<file path="src/sv/stereo_peaking_eq_cascade_defines.svh">
// ---------------------------------------------------------------------------
// Assertion macros for the stereo peaking equalizer cascade
// ---------------------------------------------------------------------------
`ifndef STEREO_PEAKING_EQ_CASCADE_DEFINES_SVH
`define STEREO_PEAKING_EQ_CASCADE_DEFINES_SVH

// Same-cycle implication, disabled while reset is asserted
`define SPEQ_ASSERT_NOW(label, clk, rst_n, ante, cons) \
    label: assert property (@(posedge clk) disable iff (!(rst_n)) (ante) |-> (cons)) \
        else $error("speq assertion failed");

// Next-cycle implication, disabled while reset is asserted
`define SPEQ_ASSERT_NEXT(label, clk, rst_n, ante, cons) \
    label: assert property (@(posedge clk) disable iff (!(rst_n)) (ante) |=> (cons)) \
        else $error("speq assertion failed");

`endif

</file>
<file path="src/sv/speq_pkg.sv">
// ---------------------------------------------------------------------------
// speq_pkg
// Shared constants, operand codes and the controller command bundle of the
// stereo peaking equalizer cascade.
// ---------------------------------------------------------------------------
`default_nettype none

package speq_pkg;

    // Storage sizes
    localparam int MAX_BANDS    = 4;
    localparam int BAND_W       = 2;
    localparam int NUM_CH       = 2;
    localparam int COEF_W       = 32;
    localparam int DLY_W        = 48;
    localparam int ACC_W        = 64;
    localparam int CFG_W        = 64;
    localparam int CFG_IDX_W    = 4;
    localparam int CFG_NUM_REGS = 2 * MAX_BANDS;
    localparam int DLY_FRAC     = 40;

    // Parameter defaults
    localparam int DEF_NUM_BANDS   = 4;
    localparam int DEF_SAMPLE_BITS = 24;

    // Register reset values: unity section
    localparam logic [CFG_W-1:0] FEED_RESET = 64'h1000_0000_0000_0000;
    localparam logic [CFG_W-1:0] BACK_RESET = 64'h0;

    // Register kind, taken from the low bit of the register index
    localparam logic KIND_FEED = 1'b0;
    localparam logic KIND_BACK = 1'b1;

    // Channel codes
    localparam logic CH_LEFT  = 1'b0;
    localparam logic CH_RIGHT = 1'b1;

    // Delay term limits, Q8.40
    localparam logic signed [ACC_W-1:0] DLY_MAX = 64'sh0000_7FFF_FFFF_FFFF;
    localparam logic signed [ACC_W-1:0] DLY_MIN = 64'shFFFF_8000_0000_0000;

    // Multiplier operand pairs
    typedef enum logic [2:0] {
        MS_B0X = 3'd0,
        MS_A1X = 3'd1,
        MS_B2X = 3'd2,
        MS_A1Y = 3'd3,
        MS_A2Y = 3'd4
    } t_msel;

    // Controller to datapath commands
    typedef struct packed {
        logic              load_in;
        t_msel             mul_sel;
        logic              acc_y;
        logic              calc_y;
        logic              init_z1;
        logic              init_z2;
        logic              sub_z1;
        logic              sub_z2;
        logic              write_back;
        logic              out_load;
        logic [BAND_W-1:0] band;
        logic              ch;
    } t_dp_cmd;

endpackage

`default_nettype wire

</file>
<file path="src/sv/stereo_peaking_eq_cascade.sv">
// ---------------------------------------------------------------------------
// stereo_peaking_eq_cascade
// Stereo cascade of transposed direct form II peaking biquads, Q4.28
// coefficients shared by both channels, 48-bit saturating delay terms.
// ---------------------------------------------------------------------------
//  channel | signals                               | request
//  input   | i_in_valid / o_in_ready               | left and right sample pair
//  output  | o_out_valid / i_out_ready             | equalized sample pair
//  config  | i_cfg_valid / o_cfg_ready             | index and 64-bit coefficients
//
// The single shared multiplier sets the pace of a sample pair: five products
// per section and channel, plus a final subtract and a delay write-back.
// Reset loads every band as unity, clears all delay terms and empties the
// output register. The result waits in the output register while the next
// pair is taken; a pair that finishes before that result is taken holds.
// ---------------------------------------------------------------------------
`default_nettype none

`include "stereo_peaking_eq_cascade_defines.svh"

module stereo_peaking_eq_cascade #(
    parameter int NUM_BANDS   = speq_pkg::DEF_NUM_BANDS,
    parameter int SAMPLE_BITS = speq_pkg::DEF_SAMPLE_BITS
) (
    input  wire logic                           i_clk,
    input  wire logic                           i_rst_n,
    input  wire logic                           i_in_valid,
    output logic                                o_in_ready,
    input  wire logic signed [SAMPLE_BITS-1:0]  i_left_in,
    input  wire logic signed [SAMPLE_BITS-1:0]  i_right_in,
    output logic                                o_out_valid,
    input  wire logic                           i_out_ready,
    output logic signed [SAMPLE_BITS-1:0]       o_left_out,
    output logic signed [SAMPLE_BITS-1:0]       o_right_out,
    input  wire logic                           i_cfg_valid,
    output logic                                o_cfg_ready,
    input  wire logic [speq_pkg::CFG_IDX_W-1:0] i_cfg_index,
    input  wire logic [speq_pkg::CFG_W-1:0]     i_cfg_data
);
    import speq_pkg::*;

    t_dp_cmd w_cmd;
    logic    w_cfg_we;

    // Configuration is always taken
    assign o_cfg_ready = 1'b1;
    assign w_cfg_we    = i_cfg_valid && o_cfg_ready;

    speq_ctrl #(
        .NUM_BANDS (NUM_BANDS)
    ) u_ctrl (
        .i_clk       (i_clk),
        .i_rst_n     (i_rst_n),
        .i_in_valid  (i_in_valid),
        .o_in_ready  (o_in_ready),
        .o_out_valid (o_out_valid),
        .i_out_ready (i_out_ready),
        .o_cmd       (w_cmd)
    );

    speq_dp #(
        .SAMPLE_BITS (SAMPLE_BITS)
    ) u_dp (
        .i_clk       (i_clk),
        .i_rst_n     (i_rst_n),
        .i_cmd       (w_cmd),
        .i_left_in   (i_left_in),
        .i_right_in  (i_right_in),
        .i_cfg_we    (w_cfg_we),
        .i_cfg_index (i_cfg_index),
        .i_cfg_data  (i_cfg_data),
        .o_left_out  (o_left_out),
        .o_right_out (o_right_out)
    );

    // Busy right after a request is taken
    `SPEQ_ASSERT_NEXT(a_busy_after_accept, i_clk, i_rst_n, i_in_valid && o_in_ready, !o_in_ready)
    // Never overwrite a result that is still waiting
    `SPEQ_ASSERT_NOW(a_no_overwrite, i_clk, i_rst_n, w_cmd.out_load, !o_out_valid || i_out_ready)
    // Write-back only touches configured bands
    `SPEQ_ASSERT_NOW(a_band_range, i_clk, i_rst_n, w_cmd.write_back, w_cmd.band <= BAND_W'(NUM_BANDS - 1))

endmodule

`default_nettype wire

</file>
<file path="src/sv/speq_ctrl.sv">
// ---------------------------------------------------------------------------
// speq_ctrl
// Sequencer of the equalizer: walks every band and channel through the
// multiply schedule of one section and owns the request handshakes.
// ---------------------------------------------------------------------------
`default_nettype none

module speq_ctrl #(
    parameter int NUM_BANDS = speq_pkg::DEF_NUM_BANDS
) (
    input  wire logic              i_clk,
    input  wire logic              i_rst_n,
    input  wire logic              i_in_valid,
    output logic                   o_in_ready,
    output logic                   o_out_valid,
    input  wire logic              i_out_ready,
    output speq_pkg::t_dp_cmd      o_cmd
);
    import speq_pkg::*;

    typedef enum logic [8:0] {
        ST_IDLE  = 9'b000000001,
        ST_MB0   = 9'b000000010,
        ST_MA1X  = 9'b000000100,
        ST_MB2   = 9'b000001000,
        ST_MA1Y  = 9'b000010000,
        ST_MA2Y  = 9'b000100000,
        ST_SUBZ2 = 9'b001000000,
        ST_WB    = 9'b010000000,
        ST_DONE  = 9'b100000000
    } t_state;

    localparam logic [BAND_W-1:0] LAST_BAND = BAND_W'(NUM_BANDS - 1);

    t_state            r_state, n_state;
    logic [BAND_W-1:0] r_band, n_band;
    logic              r_ch, n_ch;
    logic              r_out_valid, n_out_valid;

    // Next state and command decode
    always_comb begin
        n_state     = r_state;
        n_band      = r_band;
        n_ch        = r_ch;
        n_out_valid = r_out_valid;
        o_cmd       = '0;
        o_cmd.band  = r_band;
        o_cmd.ch    = r_ch;
        o_cmd.mul_sel = MS_B0X;

        // drop the result once taken
        if (r_out_valid && i_out_ready) begin
            n_out_valid = 1'b0;
        end

        unique case (r_state)
            ST_IDLE: begin
                if (i_in_valid) begin
                    o_cmd.load_in = 1'b1;
                    n_band        = '0;
                    n_ch          = CH_LEFT;
                    n_state       = ST_MB0;
                end
            end
            ST_MB0: begin
                o_cmd.mul_sel = MS_B0X;
                n_state       = ST_MA1X;
            end
            ST_MA1X: begin
                o_cmd.mul_sel = MS_A1X;
                o_cmd.acc_y   = 1'b1;
                n_state       = ST_MB2;
            end
            ST_MB2: begin
                o_cmd.mul_sel = MS_B2X;
                o_cmd.init_z1 = 1'b1;
                o_cmd.calc_y  = 1'b1;
                n_state       = ST_MA1Y;
            end
            ST_MA1Y: begin
                o_cmd.mul_sel = MS_A1Y;
                o_cmd.init_z2 = 1'b1;
                n_state       = ST_MA2Y;
            end
            ST_MA2Y: begin
                o_cmd.mul_sel = MS_A2Y;
                o_cmd.sub_z1  = 1'b1;
                n_state       = ST_SUBZ2;
            end
            ST_SUBZ2: begin
                o_cmd.sub_z2 = 1'b1;
                n_state      = ST_WB;
            end
            ST_WB: begin
                o_cmd.write_back = 1'b1;
                // advance channel, then band
                if (r_ch == CH_RIGHT) begin
                    if (r_band == LAST_BAND) begin
                        n_state = ST_DONE;
                    end else begin
                        n_band  = r_band + BAND_W'(1);
                        n_ch    = CH_LEFT;
                        n_state = ST_MB0;
                    end
                end else begin
                    n_ch    = CH_RIGHT;
                    n_state = ST_MB0;
                end
            end
            ST_DONE: begin
                // hold until the output register is free
                if (!r_out_valid || i_out_ready) begin
                    o_cmd.out_load = 1'b1;
                    n_out_valid    = 1'b1;
                    n_state        = ST_IDLE;
                end
            end
            default: begin
                n_state = ST_IDLE;
            end
        endcase
    end

    // State registers
    always_ff @(posedge i_clk) begin
        if (!i_rst_n) begin
            r_state     <= ST_IDLE;
            r_band      <= '0;
            r_ch        <= CH_LEFT;
            r_out_valid <= 1'b0;
        end else begin
            r_state     <= n_state;
            r_band      <= n_band;
            r_ch        <= n_ch;
            r_out_valid <= n_out_valid;
        end
    end

    assign o_in_ready  = (r_state == ST_IDLE);
    assign o_out_valid = r_out_valid;

endmodule

`default_nettype wire

</file>
<file path="src/sv/speq_dp.sv">
// ---------------------------------------------------------------------------
// speq_dp
// Datapath of the equalizer: coefficient registers, delay terms, one shared
// signed multiplier, three accumulators and the output register.
// ---------------------------------------------------------------------------
`default_nettype none

module speq_dp #(
    parameter int SAMPLE_BITS = speq_pkg::DEF_SAMPLE_BITS
) (
    input  wire logic                              i_clk,
    input  wire logic                              i_rst_n,
    input  wire speq_pkg::t_dp_cmd                 i_cmd,
    input  wire logic signed [SAMPLE_BITS-1:0]     i_left_in,
    input  wire logic signed [SAMPLE_BITS-1:0]     i_right_in,
    input  wire logic                              i_cfg_we,
    input  wire logic [speq_pkg::CFG_IDX_W-1:0]    i_cfg_index,
    input  wire logic [speq_pkg::CFG_W-1:0]        i_cfg_data,
    output logic signed [SAMPLE_BITS-1:0]          o_left_out,
    output logic signed [SAMPLE_BITS-1:0]          o_right_out
);
    import speq_pkg::*;

    localparam int PROD_W      = COEF_W + SAMPLE_BITS;
    localparam int ALIGN_SHIFT = SAMPLE_BITS - 13;
    localparam int ROUND_SHIFT = DLY_FRAC - (SAMPLE_BITS - 1);
    localparam int DLY_DEPTH   = 2 * MAX_BANDS;
    localparam int K_W         = BAND_W + 1;

    localparam logic signed [ACC_W-1:0] HALF  = ACC_W'(1) <<< (ROUND_SHIFT - 1);
    localparam logic signed [ACC_W-1:0] Y_MAX = (ACC_W'(1) <<< (SAMPLE_BITS - 1)) - ACC_W'(1);
    localparam logic signed [ACC_W-1:0] Y_MIN = -Y_MAX - ACC_W'(1);

    // Clamp a wide sum to the 48-bit delay range
    function automatic logic signed [DLY_W-1:0] sat_dly(input logic signed [ACC_W-1:0] v);
        logic signed [ACC_W-1:0] c;
        c = v;
        if (v > DLY_MAX) c = DLY_MAX;
        if (v < DLY_MIN) c = DLY_MIN;
        return c[DLY_W-1:0];
    endfunction

    logic [CFG_W-1:0]              r_feed [MAX_BANDS];
    logic [CFG_W-1:0]              r_back [MAX_BANDS];
    logic signed [DLY_W-1:0]       r_z1d  [DLY_DEPTH];
    logic signed [DLY_W-1:0]       r_z2d  [DLY_DEPTH];
    logic signed [SAMPLE_BITS-1:0] r_x    [NUM_CH];
    logic signed [SAMPLE_BITS-1:0] r_y;
    logic signed [PROD_W-1:0]      r_prod;
    logic signed [ACC_W-1:0]       r_acc_y;
    logic signed [ACC_W-1:0]       r_z1;
    logic signed [ACC_W-1:0]       r_z2;

    logic [CFG_W-1:0]              w_feed, w_back;
    logic signed [COEF_W-1:0]      w_coef;
    logic signed [SAMPLE_BITS-1:0] w_samp;
    logic signed [SAMPLE_BITS-1:0] w_x;
    logic signed [ACC_W-1:0]       w_prod_ext, w_al, w_rnd, w_ysat;
    logic [K_W-1:0]                w_k;
    logic [BAND_W-1:0]             w_cfg_band;

    assign w_k        = {i_cmd.band, i_cmd.ch};
    assign w_feed     = r_feed[i_cmd.band];
    assign w_back     = r_back[i_cmd.band];
    assign w_x        = r_x[i_cmd.ch];
    assign w_cfg_band = i_cfg_index[BAND_W:1];

    // Select the multiplier operand pair
    always_comb begin
        unique case (i_cmd.mul_sel)
            MS_B0X: begin
                w_coef = w_feed[2*COEF_W-1:COEF_W];
                w_samp = w_x;
            end
            MS_A1X: begin
                w_coef = w_back[2*COEF_W-1:COEF_W];
                w_samp = w_x;
            end
            MS_B2X: begin
                w_coef = w_feed[COEF_W-1:0];
                w_samp = w_x;
            end
            MS_A1Y: begin
                w_coef = w_back[2*COEF_W-1:COEF_W];
                w_samp = r_y;
            end
            MS_A2Y: begin
                w_coef = w_back[COEF_W-1:0];
                w_samp = r_y;
            end
            default: begin
                w_coef = w_feed[2*COEF_W-1:COEF_W];
                w_samp = w_x;
            end
        endcase
    end

    // Align the product to Q8.40, flooring
    assign w_prod_ext = ACC_W'(r_prod);
    assign w_al       = w_prod_ext >>> ALIGN_SHIFT;

    // Round half up and saturate the section output
    always_comb begin
        w_rnd  = (r_acc_y + HALF) >>> ROUND_SHIFT;
        w_ysat = w_rnd;
        if (w_rnd > Y_MAX) w_ysat = Y_MAX;
        if (w_rnd < Y_MIN) w_ysat = Y_MIN;
    end

    // Coefficient registers and delay terms
    always_ff @(posedge i_clk) begin
        if (!i_rst_n) begin
            for (int b = 0; b < MAX_BANDS; b++) begin
                r_feed[b] <= FEED_RESET;
                r_back[b] <= BACK_RESET;
            end
            for (int d = 0; d < DLY_DEPTH; d++) begin
                r_z1d[d] <= '0;
                r_z2d[d] <= '0;
            end
        end else begin
            if (i_cfg_we && (i_cfg_index < CFG_IDX_W'(CFG_NUM_REGS))) begin
                if (i_cfg_index[0] == KIND_BACK) begin
                    r_back[w_cfg_band] <= i_cfg_data;
                end else begin
                    r_feed[w_cfg_band] <= i_cfg_data;
                end
            end
            if (i_cmd.write_back) begin
                r_z1d[w_k] <= sat_dly(r_z1);
                r_z2d[w_k] <= sat_dly(r_z2);
            end
        end
    end

    // Multiply, accumulate and carry the sample between sections
    always_ff @(posedge i_clk) begin
        r_prod <= w_coef * w_samp;
        if (i_cmd.load_in) begin
            r_x[CH_LEFT]  <= i_left_in;
            r_x[CH_RIGHT] <= i_right_in;
        end else if (i_cmd.write_back) begin
            r_x[i_cmd.ch] <= r_y;
        end
        if (i_cmd.acc_y) begin
            r_acc_y <= w_al + ACC_W'(r_z1d[w_k]);
        end
        if (i_cmd.calc_y) begin
            r_y <= w_ysat[SAMPLE_BITS-1:0];
        end
        if (i_cmd.init_z1) begin
            r_z1 <= w_al + ACC_W'(r_z2d[w_k]);
        end else if (i_cmd.sub_z1) begin
            r_z1 <= r_z1 - w_al;
        end
        if (i_cmd.init_z2) begin
            r_z2 <= w_al;
        end else if (i_cmd.sub_z2) begin
            r_z2 <= r_z2 - w_al;
        end
        // publish the finished pair
        if (i_cmd.out_load) begin
            o_left_out  <= r_x[CH_LEFT];
            o_right_out <= r_x[CH_RIGHT];
        end
    end

endmodule

`default_nettype wire

</file>
<file path="config.mk">
export PLATFORM = sky130hd
export DESIGN_NAME = stereo_peaking_eq_cascade
export DESIGN_NICKNAME = d
export VERILOG_FILES = /design/src/sv/speq_pkg.sv /design/src/sv/stereo_peaking_eq_cascade.sv /design/src/sv/speq_ctrl.sv /design/src/sv/speq_dp.sv
export VERILOG_INCLUDE_DIRS = /design/src /design/src/sv
export SDC_FILE = /design/constraint.sdc
export NUM_CORES = 2
export LEC_CHECK = 0
export BUFFER_PORTS_ARGS = -buffer_cell sky130_fd_sc_hd__buf_2
export CELL_PAD_IN_SITES_DETAIL_PLACEMENT = 1
export CELL_PAD_IN_SITES_GLOBAL_PLACEMENT = 2
export CORE_MARGIN = 8
export CORE_UTILIZATION = 48
export DETAILED_ROUTE_END_ITERATION = 7
export GPL_TIMING_DRIVEN = 0
export PLACE_DENSITY_LB_ADDON = 0.1
export SLEW_MARGIN = 10
export SYNTH_ARGS = -nofsm -noshare
export SYNTH_HDL_FRONTEND = slang
export SYNTH_SLANG_ARGS = --single-unit
</file>
<file path="constraint.sdc">
create_clock -name i_clk -period 25.6 [get_ports i_clk]
set_clock_uncertainty 0.2 [all_clocks]
set_input_delay 2.56 -clock i_clk [delete_from_list [all_inputs] [get_ports i_clk]]
set_output_delay 2.56 -clock i_clk [all_outputs]
set_load 0.03 [all_outputs]
</file>
==> results by group <==
Yosys
  – Largest area contributor in the netlist: edfxtp_1
  – Yosys warns: 0
  – Avg Cell Area, Syn: 11.22 um2
  – Post-synth ARST share: 0
  – Most used DFF post-synth: edfxtp_1
  – Post-Synthesis Cells: 9405
  – Most common cell in the netlist: edfxtp_1
  – Synth Net Count: 10680
  – Cell variety after synth: 85
  – Synth top area cells: edfxtp_1 (44%), fa_1 (15%), mux4_2 (6.8%)
  – EDFF count, synth: 1561
  – Post-synth top area share: 0.4443
  – Synth cell count leaders: edfxtp_1 (1561), nor2_1 (1410), nand2_1 (1175), inv_1 (1081), fa_1 (785)
  – Synth Cell Area: 105500 um2
  – FF+latch count, synth: 1622
  – Register area share after synthesis: 0.4559

Place
  – # port buffers: 169
  – HPWL after DPL: 283.5 mm
  – Global placement routability congestion: slightly above 0.9

Timing
  – Slew HR: 0.06400
  – Final Hold Vio Count: 0
  – Max Freq: ~0.071 GHz
  – Post-route setup TNS: 0 ps
  – RSZ-0062 raised after global routing: false
  – Worst-Margin Slew: 1386 ps
  – Max Slew Vio Count: 0
  – Final period utilization: 0.5534
  – # setup viols final: 0
  – Final worst path period need: roughly 14000 ps
  – Final hold slack: 222.9 ps

Layout
  – Area delta synth->final: 11.27%
  – Fill cells: 23080
  – Fraction of layout cells with a size suffix above 1: 0.09430
  – Final #Nets: 11100

Detailed routing
  – Routed WL: 370.3 mm
  – Drt wl/cell: 28.82 um
  – DRT antenna net count: 0
  – Vias: between 70000 and 80000
  – Via density per instance: 5.917
  – Drt pass-1 iters: 5
  – Iter 0 DRT Violations: just over 7000
  – Post-route DRC: 0

Setup path
  – CP most frequent cell: fa_1
  – Nature of the critical path endpoint: flip-flop
  – Critical path's largest stage delay: 980 ps
  – CP Data Required Time: 26040 ps
  – Startpoint Class: flip-flop
  – CP Max Fanout: 10
  – Crit path max-delay cell type: a2111oi_0
  – Critical path type: reg -> reg
  – Critical path arrival: 14600 ps

Run
  – MaxCap Viol Count: 0

Floorplan
  – Die Y: 484.8 um
  – Die width: 484.8 um
  – Die area: 235000 um2
  – Initial core utilization: 0.4815
  – I/O pins: 172
  – Rows: roughly 170
  – Core area: 219100 um2

Clocking
  – Clock Path Buffers: 3
  – Root buffer cell: clkbuf_16
  – Clock-pin slew on the worst setup and hold paths: 60 ps
  – Clock insertion delay at the later pin of the skew report: 870 ps
  – Post-CTS Resized: 0
  – Postcts setup bufs: 0
  – Post-CTS Hold Fix Bufs: 0
  – TritonCTS Buffers: roughly 180
  – CTS sink cnt: 1622
  – H-Tree Level Count: 4
  – CTS tree: built

GRT
  – Antenna violations before repair: 21
  – Final global-route overflow total: 0
  – All-Layer GR Usage: 0.3112
  – Vias in the first global route: 81520
  – Largest net degree at the start of global routing: 46
  – First-pass GRT wire length: ~540 mm

Hold path
  – Hold Path Class: reg -> reg

Outcome
  – Status: finished, final reports clean
-- flip-flops by register name, indices dropped and copies added, names as in the netlist, named ones only --
| signal | count |
|---|---|
| u_ctrl.r_state | 9 |
| u_ctrl.r_band | 2 |
| u_dp.r_z2 | 64 |
| u_dp.r_back | 256 |
| u_dp.r_acc_y | 33 |
| u_ctrl.r_ch | 1 |
| u_dp.r_x | 48 |
| u_dp.r_y | 24 |
| u_dp.r_z2d | 384 |
| o_right_out | 24 |
| u_dp.r_feed | 256 |
| o_left_out | 24 |
| u_ctrl.o_out_valid | 1 |
| u_dp.r_z1 | 64 |
| u_dp.r_z1d | 384 |
| u_dp.r_prod | 45 |
-- through the flow --
stage          cells  utilization  setup slack, ps  area, um2
6_report       12850       0.5358            11430     117400
5_1_grt        12840       0.5357            10930     117400
4_1_cts        12840       0.5356            11240     117300
3_5_place_dp   12520       0.5091            11410     111500
3_3_place_gp   12450       0.5018            11510     109900
2_1_floorplan   9405            -            16050     105500
-- critical path: cells and delay by family (launching register included) --
kind / cells / cell delay, ps
compound gates: 7 / 2770
xor+xnor: 1 / 390
fa+ha+maj: 8 / 3830
buf+inv: 10 / 4710
flops: 1 / 350
mux: 1 / 350
simple gates: 6 / 1340
-- logic make-up after synthesis --
| logic type | Yosys count | synth area share |
|---|---|---|
| XOR/XNOR | 252 | 0.02092 |
| flip-flops | 1622 | 0.4559 |
| AO/OA/AOI/OAI | 1096 | 0.06467 |
| multiplexers | 384 | 0.07474 |
| adder cells (fa/ha/maj) | 1157 | 0.1931 |
| other | 1 | 0.00003555 |
| buffers and inverters | 1580 | 0.05651 |
| AND/OR/NAND/NOR | 3313 | 0.1341 |
-- worst paths after layout --
| check | from | end | slack (ps) | depth (start not counted) |
|---|---|---|---|---|
| worst max-delay path | flip-flop | u_dp.r_prod[43]$_DFF_P_ | 11430 | 33 |
| worst min-delay path | u_dp.r_x[0][15]$_DFFE_PP_ | o_left_out[15]$_DFFE_PP_ | 220 | 0 |
| worst min register to register | u_dp.r_x[0][15]$_DFFE_PP_ | o_left_out[15]$_DFFE_PP_ | 220 | 0 |
| worst max register to register | flip-flop | u_dp.r_prod[43]$_DFF_P_ | 11430 | 33 |
-- cells in the final DEF, fill, tap and decap left out, types with 30 or more instances in the layout --
master	n
nand2b_1	81
o21ai_1	111
a21o_1	137
edfxtp_1	1561
xnor2_1	143
mux2_2	30
mux4_2	320
clkbuf_16	178
dfxtp_1	61
buf_2	190
nand4_1	52
clkinv_1	35
nand3_1	125
ha_1	372
nor2_1	1409
xor2_1	109
a31oi_1	35
o21ai_0	186
buf_1	54
o21a_1	49
fa_1	785
nor2b_1	90
o21bai_1	43
and2_1	193
inv_1	1079
nor3_1	39
mux2i_1	34
nand2_1	1166
and3_1	49
clkbuf_1	452
a21oi_1	308
-- per-layer routing --
layer | global-route usage | wire, um | vias up
li1 | - | - | 32690
met1 | 0.4413 | 158700 | 39910
met2 | 0.4964 | 170600 | 2809
met3 | 0.04719 | 27210 | 620
met4 | 0.1012 | 13820 | 2
met5 | 0 | 13 | -
-- final cells by class --
cell class / count / area (um2) / share of cell area
repair buffers: 240 / 2211 / 0.01883
multi-input cells: 6203 / 51690 / 0.4403
inverters: 1085 / 4073 / 0.03469
plain buffers: 495 / 1912 / 0.01629
flip-flops and latches: 1622 / 48100 / 0.4097
clock inverters: 92 / 1080 / 0.009198
diodes: 9 / 22.52 / 0.0001919
well taps: 2871 / 3592 / 0.03060
clock buffers: 231 / 4713 / 0.04015
Power is left out: the tool's default activity adds up to more than one toggle a clock period on the data nets, which glitch-free logic cannot reach.
